$ cat src/sv/wpps_pkg.sv
// Package for the wake power phase sequencer: phase and command codes,
// configuration register indexes, reset values and shared structs.
// No dependencies.
`timescale 1ns / 1ps

package wpps_pkg;

  // Power phases
  typedef enum logic [2:0] {
    PH_IDLE        = 3'd0,
    PH_PREQUIET    = 3'd1,
    PH_SWITCHING   = 3'd2,
    PH_SETTLE      = 3'd3,
    PH_RENDER_WAIT = 3'd4,
    PH_FAIL_CLOSED = 3'd5
  } phase_t;

  // Command codes carried by req_type
  localparam logic [3:0] CMD_QUERY       = 4'd0;
  localparam logic [3:0] CMD_REQUEST     = 4'd1;
  localparam logic [3:0] CMD_EVALUATE    = 4'd2;
  localparam logic [3:0] CMD_BEGIN_SW    = 4'd3;
  localparam logic [3:0] CMD_BEGIN_SETTLE = 4'd4;
  localparam logic [3:0] CMD_BEGIN_RW    = 4'd5;
  localparam logic [3:0] CMD_COMPLETE_RW = 4'd6;
  localparam logic [3:0] CMD_FAIL_CLOSED = 4'd7;
  localparam logic [3:0] CMD_CANCEL      = 4'd8;
  localparam logic [3:0] CMD_ACQUIRE     = 4'd9;
  localparam logic [3:0] CMD_RELEASE     = 4'd10;

  // Configuration port
  localparam int unsigned CFG_IDX_W = 8;
  localparam logic [CFG_IDX_W-1:0] CFG_MIN_QUIET   = 8'd0;
  localparam logic [CFG_IDX_W-1:0] CFG_WAIT_WARN   = 8'd1;
  localparam logic [CFG_IDX_W-1:0] CFG_SETTLE_TIME = 8'd2;
  localparam logic [CFG_IDX_W-1:0] CFG_FAILSAFE    = 8'd3;

  localparam logic [31:0] RST_MIN_QUIET   = 32'd1000;
  localparam logic [31:0] RST_WAIT_WARN   = 32'd5000;
  localparam logic [31:0] RST_SETTLE_TIME = 32'd500;
  localparam logic [31:0] RST_FAILSAFE    = 32'd2000;

  typedef struct packed {
    logic [31:0] min_quiet_time;
    logic [31:0] wait_warning_time;
    logic [31:0] settle_time;
    logic [31:0] prequiet_failsafe;
  } cfg_t;

  // Sequencer state other than the activity count
  typedef struct packed {
    phase_t      phase;
    logic [31:0] phase_start;
    logic [31:0] quiet_start;
    logic [31:0] settle_deadline;
    logic        waiting_drain;
  } seq_state_t;

  // Result fields other than the activity count
  typedef struct packed {
    phase_t      phase_now;
    logic        ok;
    logic [31:0] prequiet_age;
    logic        drain_overdue;
    logic        ready_res;
    logic        background_paused;
    logic        ui_paused;
    logic        settle_ready;
  } seq_result_t;

endpackage

$ cat src/sv/wake_power_phase_sequencer.sv
// Top level of the wake power phase sequencer: input register, state and
// configuration registers, result register. Depends on wpps_pkg, wpps_step.
//
//   channel | ports                                   | direction
//   --------+-----------------------------------------+----------
//   in      | in_valid/in_ready, req_type, now_ms     | input
//   out     | out_valid/out_ready, nine result fields | output
//   cfg     | cfg_valid/cfg_ready, cfg_index, cfg_data| input
//
// An item is registered in the input register and then evaluated into the
// result register; one item per cycle while out_ready does not stall it.
// A stalled result holds both stages; the input register still takes an
// item while the result register is full, if it is empty itself. cfg_ready is always high.
// Synchronous active-low reset restores phase idle, zero count and the
// default register values.
`timescale 1ns / 1ps

module wake_power_phase_sequencer
  import wpps_pkg::*;
#(
  parameter int unsigned MAX_ACTIVITIES = 255
) (
  input  logic                 clk,
  input  logic                 rst_n,
  // input channel
  input  logic                 in_valid,
  output logic                 in_ready,
  input  logic [3:0]           in_req_type,
  input  logic [31:0]          in_now_ms,
  // result channel
  output logic                 out_valid,
  input  logic                 out_ready,
  output logic [2:0]           out_phase_now,
  output logic                 out_ok,
  output logic [31:0]          out_prequiet_age,
  output logic [7:0]           out_active_count,
  output logic                 out_drain_overdue,
  output logic                 out_ready_res,
  output logic                 out_background_paused,
  output logic                 out_ui_paused,
  output logic                 out_settle_ready,
  // configuration channel
  input  logic                 cfg_valid,
  output logic                 cfg_ready,
  input  logic [CFG_IDX_W-1:0] cfg_index,
  input  logic [31:0]          cfg_data
);

  localparam int unsigned CNT_W = $clog2(MAX_ACTIVITIES + 1);
  localparam int unsigned EXT_W = (CNT_W > 8) ? CNT_W : 8;

  logic             s1_valid_r;
  logic [3:0]       s1_cmd_r;
  logic [31:0]      s1_now_r;
  logic             out_valid_r;
  seq_result_t      res_r;
  logic [7:0]       res_cnt_r;

  seq_state_t       st_r, st_nxt;
  logic [CNT_W-1:0] cnt_r, cnt_nxt;
  cfg_t             cfg_r;
  seq_result_t      res_nxt;
  logic [EXT_W-1:0] cnt_ext;
  logic             advance;

  // Pipeline flow control
  assign advance   = !out_valid_r || out_ready;
  assign in_ready  = !s1_valid_r || advance;
  assign cfg_ready = 1'b1;

  // Input register
  always_ff @(posedge clk) begin
    if (!rst_n) begin
      s1_valid_r <= 1'b0;
    end else if (in_ready) begin
      s1_valid_r <= in_valid;
    end
  end

  always_ff @(posedge clk) begin
    if (in_valid && in_ready) begin
      s1_cmd_r <= in_req_type;
      s1_now_r <= in_now_ms;
    end
  end

  // Command evaluation
  wpps_step #(
    .MAX_ACTIVITIES(MAX_ACTIVITIES)
  ) u_step (
    .cmd     (s1_cmd_r),
    .now_ms  (s1_now_r),
    .cfg     (cfg_r),
    .st      (st_r),
    .cnt     (cnt_r),
    .st_nxt  (st_nxt),
    .cnt_nxt (cnt_nxt),
    .res     (res_nxt)
  );

  assign cnt_ext = EXT_W'(cnt_nxt);

  // Sequencer state, updated when an item moves to the result register
  always_ff @(posedge clk) begin
    if (!rst_n) begin
      st_r.phase           <= PH_IDLE;
      st_r.phase_start     <= '0;
      st_r.quiet_start     <= '0;
      st_r.settle_deadline <= '0;
      st_r.waiting_drain   <= 1'b0;
      cnt_r                <= '0;
    end else if (s1_valid_r && advance) begin
      st_r  <= st_nxt;
      cnt_r <= cnt_nxt;
    end
  end

  // Result register
  always_ff @(posedge clk) begin
    if (!rst_n) begin
      out_valid_r <= 1'b0;
    end else if (advance) begin
      out_valid_r <= s1_valid_r;
    end
  end

  always_ff @(posedge clk) begin
    if (s1_valid_r && advance) begin
      res_r     <= res_nxt;
      res_cnt_r <= cnt_ext[7:0];
    end
  end

  // Configuration registers
  always_ff @(posedge clk) begin
    if (!rst_n) begin
      cfg_r.min_quiet_time    <= RST_MIN_QUIET;
      cfg_r.wait_warning_time <= RST_WAIT_WARN;
      cfg_r.settle_time       <= RST_SETTLE_TIME;
      cfg_r.prequiet_failsafe <= RST_FAILSAFE;
    end else if (cfg_valid && cfg_ready) begin
      case (cfg_index)
        CFG_MIN_QUIET:   cfg_r.min_quiet_time    <= cfg_data;
        CFG_WAIT_WARN:   cfg_r.wait_warning_time <= cfg_data;
        CFG_SETTLE_TIME: cfg_r.settle_time       <= cfg_data;
        CFG_FAILSAFE:    cfg_r.prequiet_failsafe <= cfg_data;
        default: begin
          // no register at this index
        end
      endcase
    end
  end

  // Output ports
  assign out_valid             = out_valid_r;
  assign out_phase_now         = res_r.phase_now;
  assign out_ok                = res_r.ok;
  assign out_prequiet_age      = res_r.prequiet_age;
  assign out_active_count      = res_cnt_r;
  assign out_drain_overdue     = res_r.drain_overdue;
  assign out_ready_res         = res_r.ready_res;
  assign out_background_paused = res_r.background_paused;
  assign out_ui_paused         = res_r.ui_paused;
  assign out_settle_ready      = res_r.settle_ready;

endmodule

$ cat src/sv/wpps_step.sv
// Command evaluation for the wake power phase sequencer: from the held state
// and one command, the next state and the result item. Purely combinational.
// Depends on wpps_pkg.
`timescale 1ns / 1ps

module wpps_step
  import wpps_pkg::*;
#(
  parameter int unsigned MAX_ACTIVITIES = 255
) (
  input  logic [3:0]                              cmd,
  input  logic [31:0]                             now_ms,
  input  cfg_t                                    cfg,
  input  seq_state_t                              st,
  input  logic [$clog2(MAX_ACTIVITIES+1)-1:0]     cnt,
  output seq_state_t                              st_nxt,
  output logic [$clog2(MAX_ACTIVITIES+1)-1:0]     cnt_nxt,
  output seq_result_t                             res
);

  localparam int unsigned CNT_W = $clog2(MAX_ACTIVITIES + 1);
  localparam logic [CNT_W-1:0] CNT_MAX = CNT_W'(MAX_ACTIVITIES);

  logic [31:0] since_phase;
  logic        failsafe_hit;
  phase_t      ph_chk;
  logic [31:0] quiet_eff;
  logic [31:0] quiet_span;
  logic [31:0] since_deadline;
  logic [31:0] since_new_deadline;

  // Prequiet failsafe, applied by query, request, evaluate and acquire
  assign since_phase  = now_ms - st.phase_start;
  assign failsafe_hit = (st.phase == PH_PREQUIET) && (since_phase >= cfg.prequiet_failsafe);
  assign ph_chk       = failsafe_hit ? PH_IDLE : st.phase;

  // Quiet interval restarts on the first drained evaluate
  assign quiet_eff  = st.waiting_drain ? now_ms : st.quiet_start;
  assign quiet_span = now_ms - quiet_eff;

  assign since_deadline = now_ms - st.settle_deadline;

  // Command decode and state update
  always_comb begin
    st_nxt            = st;
    cnt_nxt           = cnt;
    res.ok            = 1'b0;
    res.prequiet_age  = '0;
    res.drain_overdue = 1'b0;
    res.ready_res     = 1'b0;
    case (cmd)
      CMD_QUERY: begin
        st_nxt.phase = ph_chk;
      end
      CMD_REQUEST: begin
        st_nxt.phase = ph_chk;
        if (ph_chk == PH_PREQUIET) begin
          res.ok = 1'b1;
        end else if (ph_chk == PH_IDLE) begin
          st_nxt.phase           = PH_PREQUIET;
          st_nxt.phase_start     = now_ms;
          st_nxt.quiet_start     = now_ms;
          st_nxt.waiting_drain   = 1'b1;
          st_nxt.settle_deadline = '0;
          res.ok                 = 1'b1;
        end
      end
      CMD_EVALUATE: begin
        st_nxt.phase = ph_chk;
        if (ph_chk == PH_PREQUIET) begin
          res.prequiet_age = since_phase;
          if (cnt != '0) begin
            res.drain_overdue    = (since_phase >= cfg.wait_warning_time);
            st_nxt.waiting_drain = 1'b1;
            st_nxt.quiet_start   = now_ms;
          end else begin
            st_nxt.waiting_drain = 1'b0;
            st_nxt.quiet_start   = quiet_eff;
            res.ready_res        = (quiet_span >= cfg.min_quiet_time);
          end
        end
      end
      CMD_BEGIN_SW: begin
        if ((cnt == '0) && (st.phase == PH_PREQUIET)) begin
          st_nxt.phase         = PH_SWITCHING;
          st_nxt.waiting_drain = 1'b0;
          res.ok               = 1'b1;
        end
      end
      CMD_BEGIN_SETTLE: begin
        st_nxt.phase           = PH_SETTLE;
        st_nxt.phase_start     = now_ms;
        st_nxt.settle_deadline = now_ms + cfg.settle_time;
      end
      CMD_BEGIN_RW: begin
        if (st.phase == PH_RENDER_WAIT) begin
          res.ok = 1'b1;
        end else if ((st.phase == PH_SETTLE) && !since_deadline[31]) begin
          st_nxt.phase = PH_RENDER_WAIT;
          res.ok       = 1'b1;
        end
      end
      CMD_COMPLETE_RW: begin
        if (st.phase == PH_RENDER_WAIT) begin
          st_nxt.phase = PH_IDLE;
          res.ok       = 1'b1;
        end
      end
      CMD_FAIL_CLOSED: begin
        if (st.phase inside {PH_IDLE, PH_PREQUIET}) begin
          st_nxt.phase = PH_FAIL_CLOSED;
        end
      end
      CMD_CANCEL: begin
        st_nxt.phase           = PH_IDLE;
        st_nxt.phase_start     = '0;
        st_nxt.quiet_start     = '0;
        st_nxt.settle_deadline = '0;
        st_nxt.waiting_drain   = 1'b0;
      end
      CMD_ACQUIRE: begin
        st_nxt.phase = ph_chk;
        if ((ph_chk == PH_IDLE) && (cnt < CNT_MAX)) begin
          cnt_nxt = cnt + CNT_W'(1);
          res.ok  = 1'b1;
        end
      end
      CMD_RELEASE: begin
        if (cnt != '0) begin
          cnt_nxt = cnt - CNT_W'(1);
        end
      end
      default: begin
        // unknown code: state held, ok stays low
      end
    endcase

    // Phase-derived result flags, taken after the command
    since_new_deadline    = now_ms - st_nxt.settle_deadline;
    res.phase_now         = st_nxt.phase;
    res.background_paused = (st_nxt.phase != PH_IDLE);
    res.ui_paused         = (st_nxt.phase != PH_IDLE) && (st_nxt.phase != PH_RENDER_WAIT);
    res.settle_ready      = (st_nxt.phase == PH_SETTLE) && !since_new_deadline[31];
  end

endmodule

$ cat config.mk
export PLATFORM = sky130hd
export DESIGN_NAME = wake_power_phase_sequencer
export DESIGN_NICKNAME = d
export VERILOG_FILES = /design/src/sv/wpps_pkg.sv /design/src/sv/wake_power_phase_sequencer.sv /design/src/sv/wpps_step.sv
export SDC_FILE = /design/constraint.sdc
export NUM_CORES = 1
export LEC_CHECK = 0
export ABC_AREA = 1
export BUFFER_PORTS_ARGS = -buffer_cell sky130_fd_sc_hd__buf_2
export CORE_MARGIN = 5
export CORE_UTILIZATION = 50
export CTS_BUF_LIST = sky130_fd_sc_hd__clkbuf_16
export DETAILED_ROUTE_END_ITERATION = 10
export PLACE_DENSITY = 0.79
export SYNTH_ARGS = -nofsm -noshare
export SYNTH_HDL_FRONTEND = slang
export SYNTH_SLANG_ARGS = --single-unit
$ cat constraint.sdc
create_clock -name clk -period 14.1 [get_ports clk]
set_input_delay 2.82 -clock clk [delete_from_list [all_inputs] [get_ports clk]]
set_output_delay 2.82 -clock clk [all_outputs]
set_load 0.01 [all_outputs]
# Yosys cells after proc, flatten, opt, wreduce, memory -nomap -nowiden
# Index checks and enable logic that the tools add are counted.
[word_totals]
regBits = 323
elab_cells = 125
inputBits = 81
out_inout_bits = 52
[op_classes]
bitwise = 2
add_sub_neg = 7
n_mux = 30
eq_ne = 23
magnitude_cmp = 4
n_reduce_logical = 36
[op_table]
columns = ["operator", "n"]
rows = [
  ["one-hot mux 32 bit (3 select lines)", 3],
  ["two-way mux 100 bit", 2],
  ["subtractor 32 bit", 4],
  [">= comparator 32 bit", 3],
  ["two-way mux 32 bit", 3],
  ["adder 32 bit", 1],
  ["one-hot mux 3 bit (8 select lines)", 1],
  ["two-way mux 3 bit", 6],
  ["== test 4 x 3 -> 1 bit, second input constant", 4],
  ["== test 8 x 2 -> 1 bit, second input constant", 2],
  ["logical NOT 8 bit", 2],
  ["two-way mux 8 bit", 2],
  ["one-hot mux 8 bit (2 select lines)", 1],
  ["== test 4 bit, second input constant", 3],
  ["two-way mux 1 bit", 10],
  ["AND reduction 2 bit", 5],
  ["nonzero test 3 bit", 3],
  ["adder 8 x 1 -> 8 bit, second input constant", 1],
  ["== test 4 x 2 -> 1 bit, second input constant", 2],
  ["== test 8 x 1 -> 1 bit, second input constant", 1],
  ["logical AND 1 bit", 8],
  ["< comparator 8 bit, second input constant", 1],
  ["nonzero test 8 bit", 1],
  ["subtractor 8 x 1 -> 8 bit, second input constant", 1],
  ["other kinds (21)", 32],
]

# Longest topological paths before layout
[depth]
depth_word = 11
mapped_depth = 44
mapped_depth_nobuf = 43

# Hierarchy
# Synthesis repeated with hierarchy kept, for this count alone.
[hier_totals]
hier_cells = 3375
hier_area_um2 = 23661.4
[modules_own_cells]
columns = ["module", "area_each_um2", "seq_area_each_um2", "instances", "cells_per_inst"]
rows = [
  ["wpps_step", 12104.1, 0.0, 1, 2081],
  ["wake_power_phase_sequencer", 11557.3, 7317.0, 1, 1294],
]

# Worst setup path before layout
# Ideal clock, no wire load.
[synth_path]
path_type = "input-to-output"
start = "input out_ready"
end = "output in_ready"
n_path_buf = 0
path_slack_ns = 8.276
cell_stages = 2
arrival_time_ns = 3.004
required_time_ns = 11.280
cell_sequence = "inv_1 nand3_1"
[synth_via]
elab_chain_cells = 2
[synth_rtl]
columns = ["element", "line", "source"]
rows = [
  ["from (decl)", "wake_power_phase_sequencer.sv:32", "input logic out_ready,"],
  ["logical OR 1 bit", "wake_power_phase_sequencer.sv:67", "assign advance = !out_valid_r || out_ready;"],
  ["logical OR 1 bit", "wake_power_phase_sequencer.sv:68", "assign in_ready = !s1_valid_r || advance;"],
  ["to (decl)", "wake_power_phase_sequencer.sv:27", "output logic in_ready,"],
]
# Every way passes these cells.

==> flow_summary.toml <==
[yosys]
synth-seq-cells = 323
synth_mux_area_share_pct = 1.38
synth_cell_types = 68
synthXorXnorAreaFrac_pct = 2.98
yosys.area_share.simple_pct = 14.6
yosysSeqAreaShare_pct = 33.7
syn-mean-instance-area_um2 = 7.72
ys.warnings.count = 0
synth_top_area_cell = "dfxtp_1"
syn_area_um2 = 21700
synthAdderAreaFrac_pct = 14.7
synth_edf_count = 85
synthFlopType = "dfxtp_1"
synth_compound_area_share_pct = 23.0
postSynth.asyncResetShare_pct = 0
syn_inst = 2815
synth_top_family_by_area = "compound AO/OA/AOI/OAI gates"
synth_top_area_share_pct = 21.9
synth_area_leaders = "dfxtp_1, ha_1, edfxtp_1, a21oi_1, inv_1"
syn-num-nets = 3150

[cells_and_area]
syn_to_final_growth_pct = 11.0
final_area_um2 = 24100
multi_input_area_um2 = 12400
layout_common_cells = "inv_1, nand2_1, a21oi_1, ha_1, o21ai_0"
final_common_cell = "inv_1"
nFillCells = 3999
n_antenna_cell = 0
regArea_um2 = 7320
nets = 3239
drive_gt1_share_pct = 9.78

[min_path]
hold_depth = 2
hp-start = "cfg_r[122]"
min_to = "cfg_r[122]"
min_path_type = "flop to flop"

[route]
via_per_inst = 5.66
first_pass_iters = 6
first_iter_violations = 1637
routedWlPerCell_um = 17.8
drtAntennaViolNets = 0
vias = 19900
drt-total-wl_um = 62700
drc = 0

[timing]
hold_viol_final = 0
drv_slew = 0
finClkSkew_ps = 17.8
worst_pin_slew_ps = 1080
period_minus_slack_ps = 6630
tns_ps = 0
slew_headroom_pct = 28.0
fmax_mhz = 151
finalSetupViolations = 0
rsz0062_at_grt = "no"
fin_crit_sh_pct = 47.0

[floorplanning]
die_y_um = 218
die_w_um = 218
initial_utilization_pct = 50.5
die-area_um2 = 47700
ioPinCount = 133
rows = 76
core_um2 = 43000

[grt]
grt_max_degree = 77
groute.usage.overall_pct = 25.8
grt-ovfl-total = 0
grt_pass1_wl_um = 100000
grt_pass1_vias = 19500
antenna_found_initial = 1

[clock_tree]
cts_resized = 0
clockRootBuffer = "clkbuf_16"
clockBufferDepth = 3
cts_tree = "yes"
cts_setup_buffers = 0
cts.sinks = 323
cts_buffers = 39
clkTransAtPathRegs_ps = 60
hold_buffers = 0
htree_levels = 2
clk-insertion-delay-late_ps = 570

[job]
max_cap_viol_count = 0

[setup_path]
path_max_fanout = 35
end_kind = "flop"
regToRegStartpoint = "s1_now_r[0]"
cp_data_required_time_ps = 14420
cpPeakStageDelay_ps = 440
worstRegToRegCells = 37
cp-start-kind = "flop"
crit_type = "flop to flop"
r2r_slack_ps = 7470
rr_endpoint = "out_settle_ready"
worstPathArrival_ps = 6950
crit_path_top_delay_cell = "edfxtp_1"

[pwr]
irDropWorstVdd_mv = 0.0748
power-per-cell-area_nw_per_um2 = 107
p_leak_nw = 10.6
p_total_mw = 2.59

[status]
status = "completed"

[placement]
place_area_um2 = 22800
buffer_ports.inserted = 131
place.gp.congestion = 0.942
hpwl_um = 46600
layer usage:
metal | wire length [um] | part of all wire [%] | track usage (%) | vias up
li1 | - | - | - | 9848
met1 | 28000 | 45 | 34.8 | 9200
met2 | 28500 | 45 | 43.0 | 743
met3 | 4500 | 7.2 | 3.80 | 121
met4 | 1710 | 2.7 | 7.54 | 0
met5 | 0 | 0 | 0 | -
stage by stage:
| stage | cells | hold WS, ps | utilization [%] | setup WS, ps |
|---|---|---|---|---|
| 2_1_floorplan | 2815 | 435 | - | 8280 |
| 3_3_place_gp | 3448 | 445 | 53.2 | 7680 |
| 3_5_place_dp | 3448 | 455 | 53.2 | 7510 |
| 4_1_cts | 3520 | 464 | 56.1 | 7510 |
| 5_1_grt | 3520 | 482 | 56.1 | 6970 |
| 6_report | 3520 | 460 | 56.1 | 7470 |
critical path, delay by kind of cell, from the launching register on:
kind	cells	cell delay (ps)
buffers and inverters	5	810
adders and majority gates	4	1130
DFF	1	440
AOI/OAI and AO/OA	12	2150
and+or+nand+nor	15	1630
xor gates and xnor gates	1	210
kinds of logic after synthesis:
logic type | Yosys count
flops | 323
fa+ha+maj | 254
compound gates | 848
mux | 30
other cells | 1
xor+xnor | 74
buf+inv | 531
simple gates | 754
layout make-up:
cell class	count	share of cell area, %
clock buffer	40	4.15
multi-input combinational	1961	51.3
inverter	426	6.68
tap	585	3.04
sequential	323	30.4
clock inverter	32	1.06
timing repair buffer	153	3.42
synth_stat cells, types with 7 or more instances:
cell,count
mux2i_1,30
nand3_1,96
o21ai_0,242
dfxtp_1,238
xor2_1,61
a21o_1,7
o21ai_1,15
inv_1,418
a211oi_1,11
nand2_1,368
edfxtp_1,85
a31oi_1,46
a211oi_2,23
o211ai_1,68
nor4_1,10
o221ai_1,10
ha_1,251
a21oi_1,345
clkbuf_1,83
buf_6,7
nor2_1,208
buf_2,9
o22ai_1,16
nand4_1,27
xnor2_1,13
o21a_1,9
a21oi_2,9
nor3_1,25
o21ai_2,8
where the power goes:
part	switching [mW]	total [mW]	internal, mW
clock	0.415	1.00	0.589
sequential	0.0256	1.01	0.981
combinational	0.373	0.577	0.204
total	0.813	2.59	1.77
flip-flops by register name, summed over array words and instances, names as in the netlist, 3 cells and up:
signal	cells
cfg_r	128
st_r	100
out_prequiet_age	32
s1_now_r	32
cnt_r	8
out_active_count	8
s1_cmd_r	4
out_phase_now	3
worst max-delay path by stage:
stage / startpoint / endpoint / slack (ps) / depth (start not counted)
global placement: s1_now_r[0] / out_settle_ready / 7680 / 37
detailed placement: s1_now_r[0] / out_settle_ready / 7510 / 37
finish: s1_now_r[0] / out_settle_ready / 7470 / 37
CTS: s1_now_r[0] / out_settle_ready / 7510 / 37
floorplan: out_ready / in_ready / 8280 / 2
global route: s1_now_r[0] / out_settle_ready / 6970 / 38
Note: power is estimated with default switching activity, not from simulation.
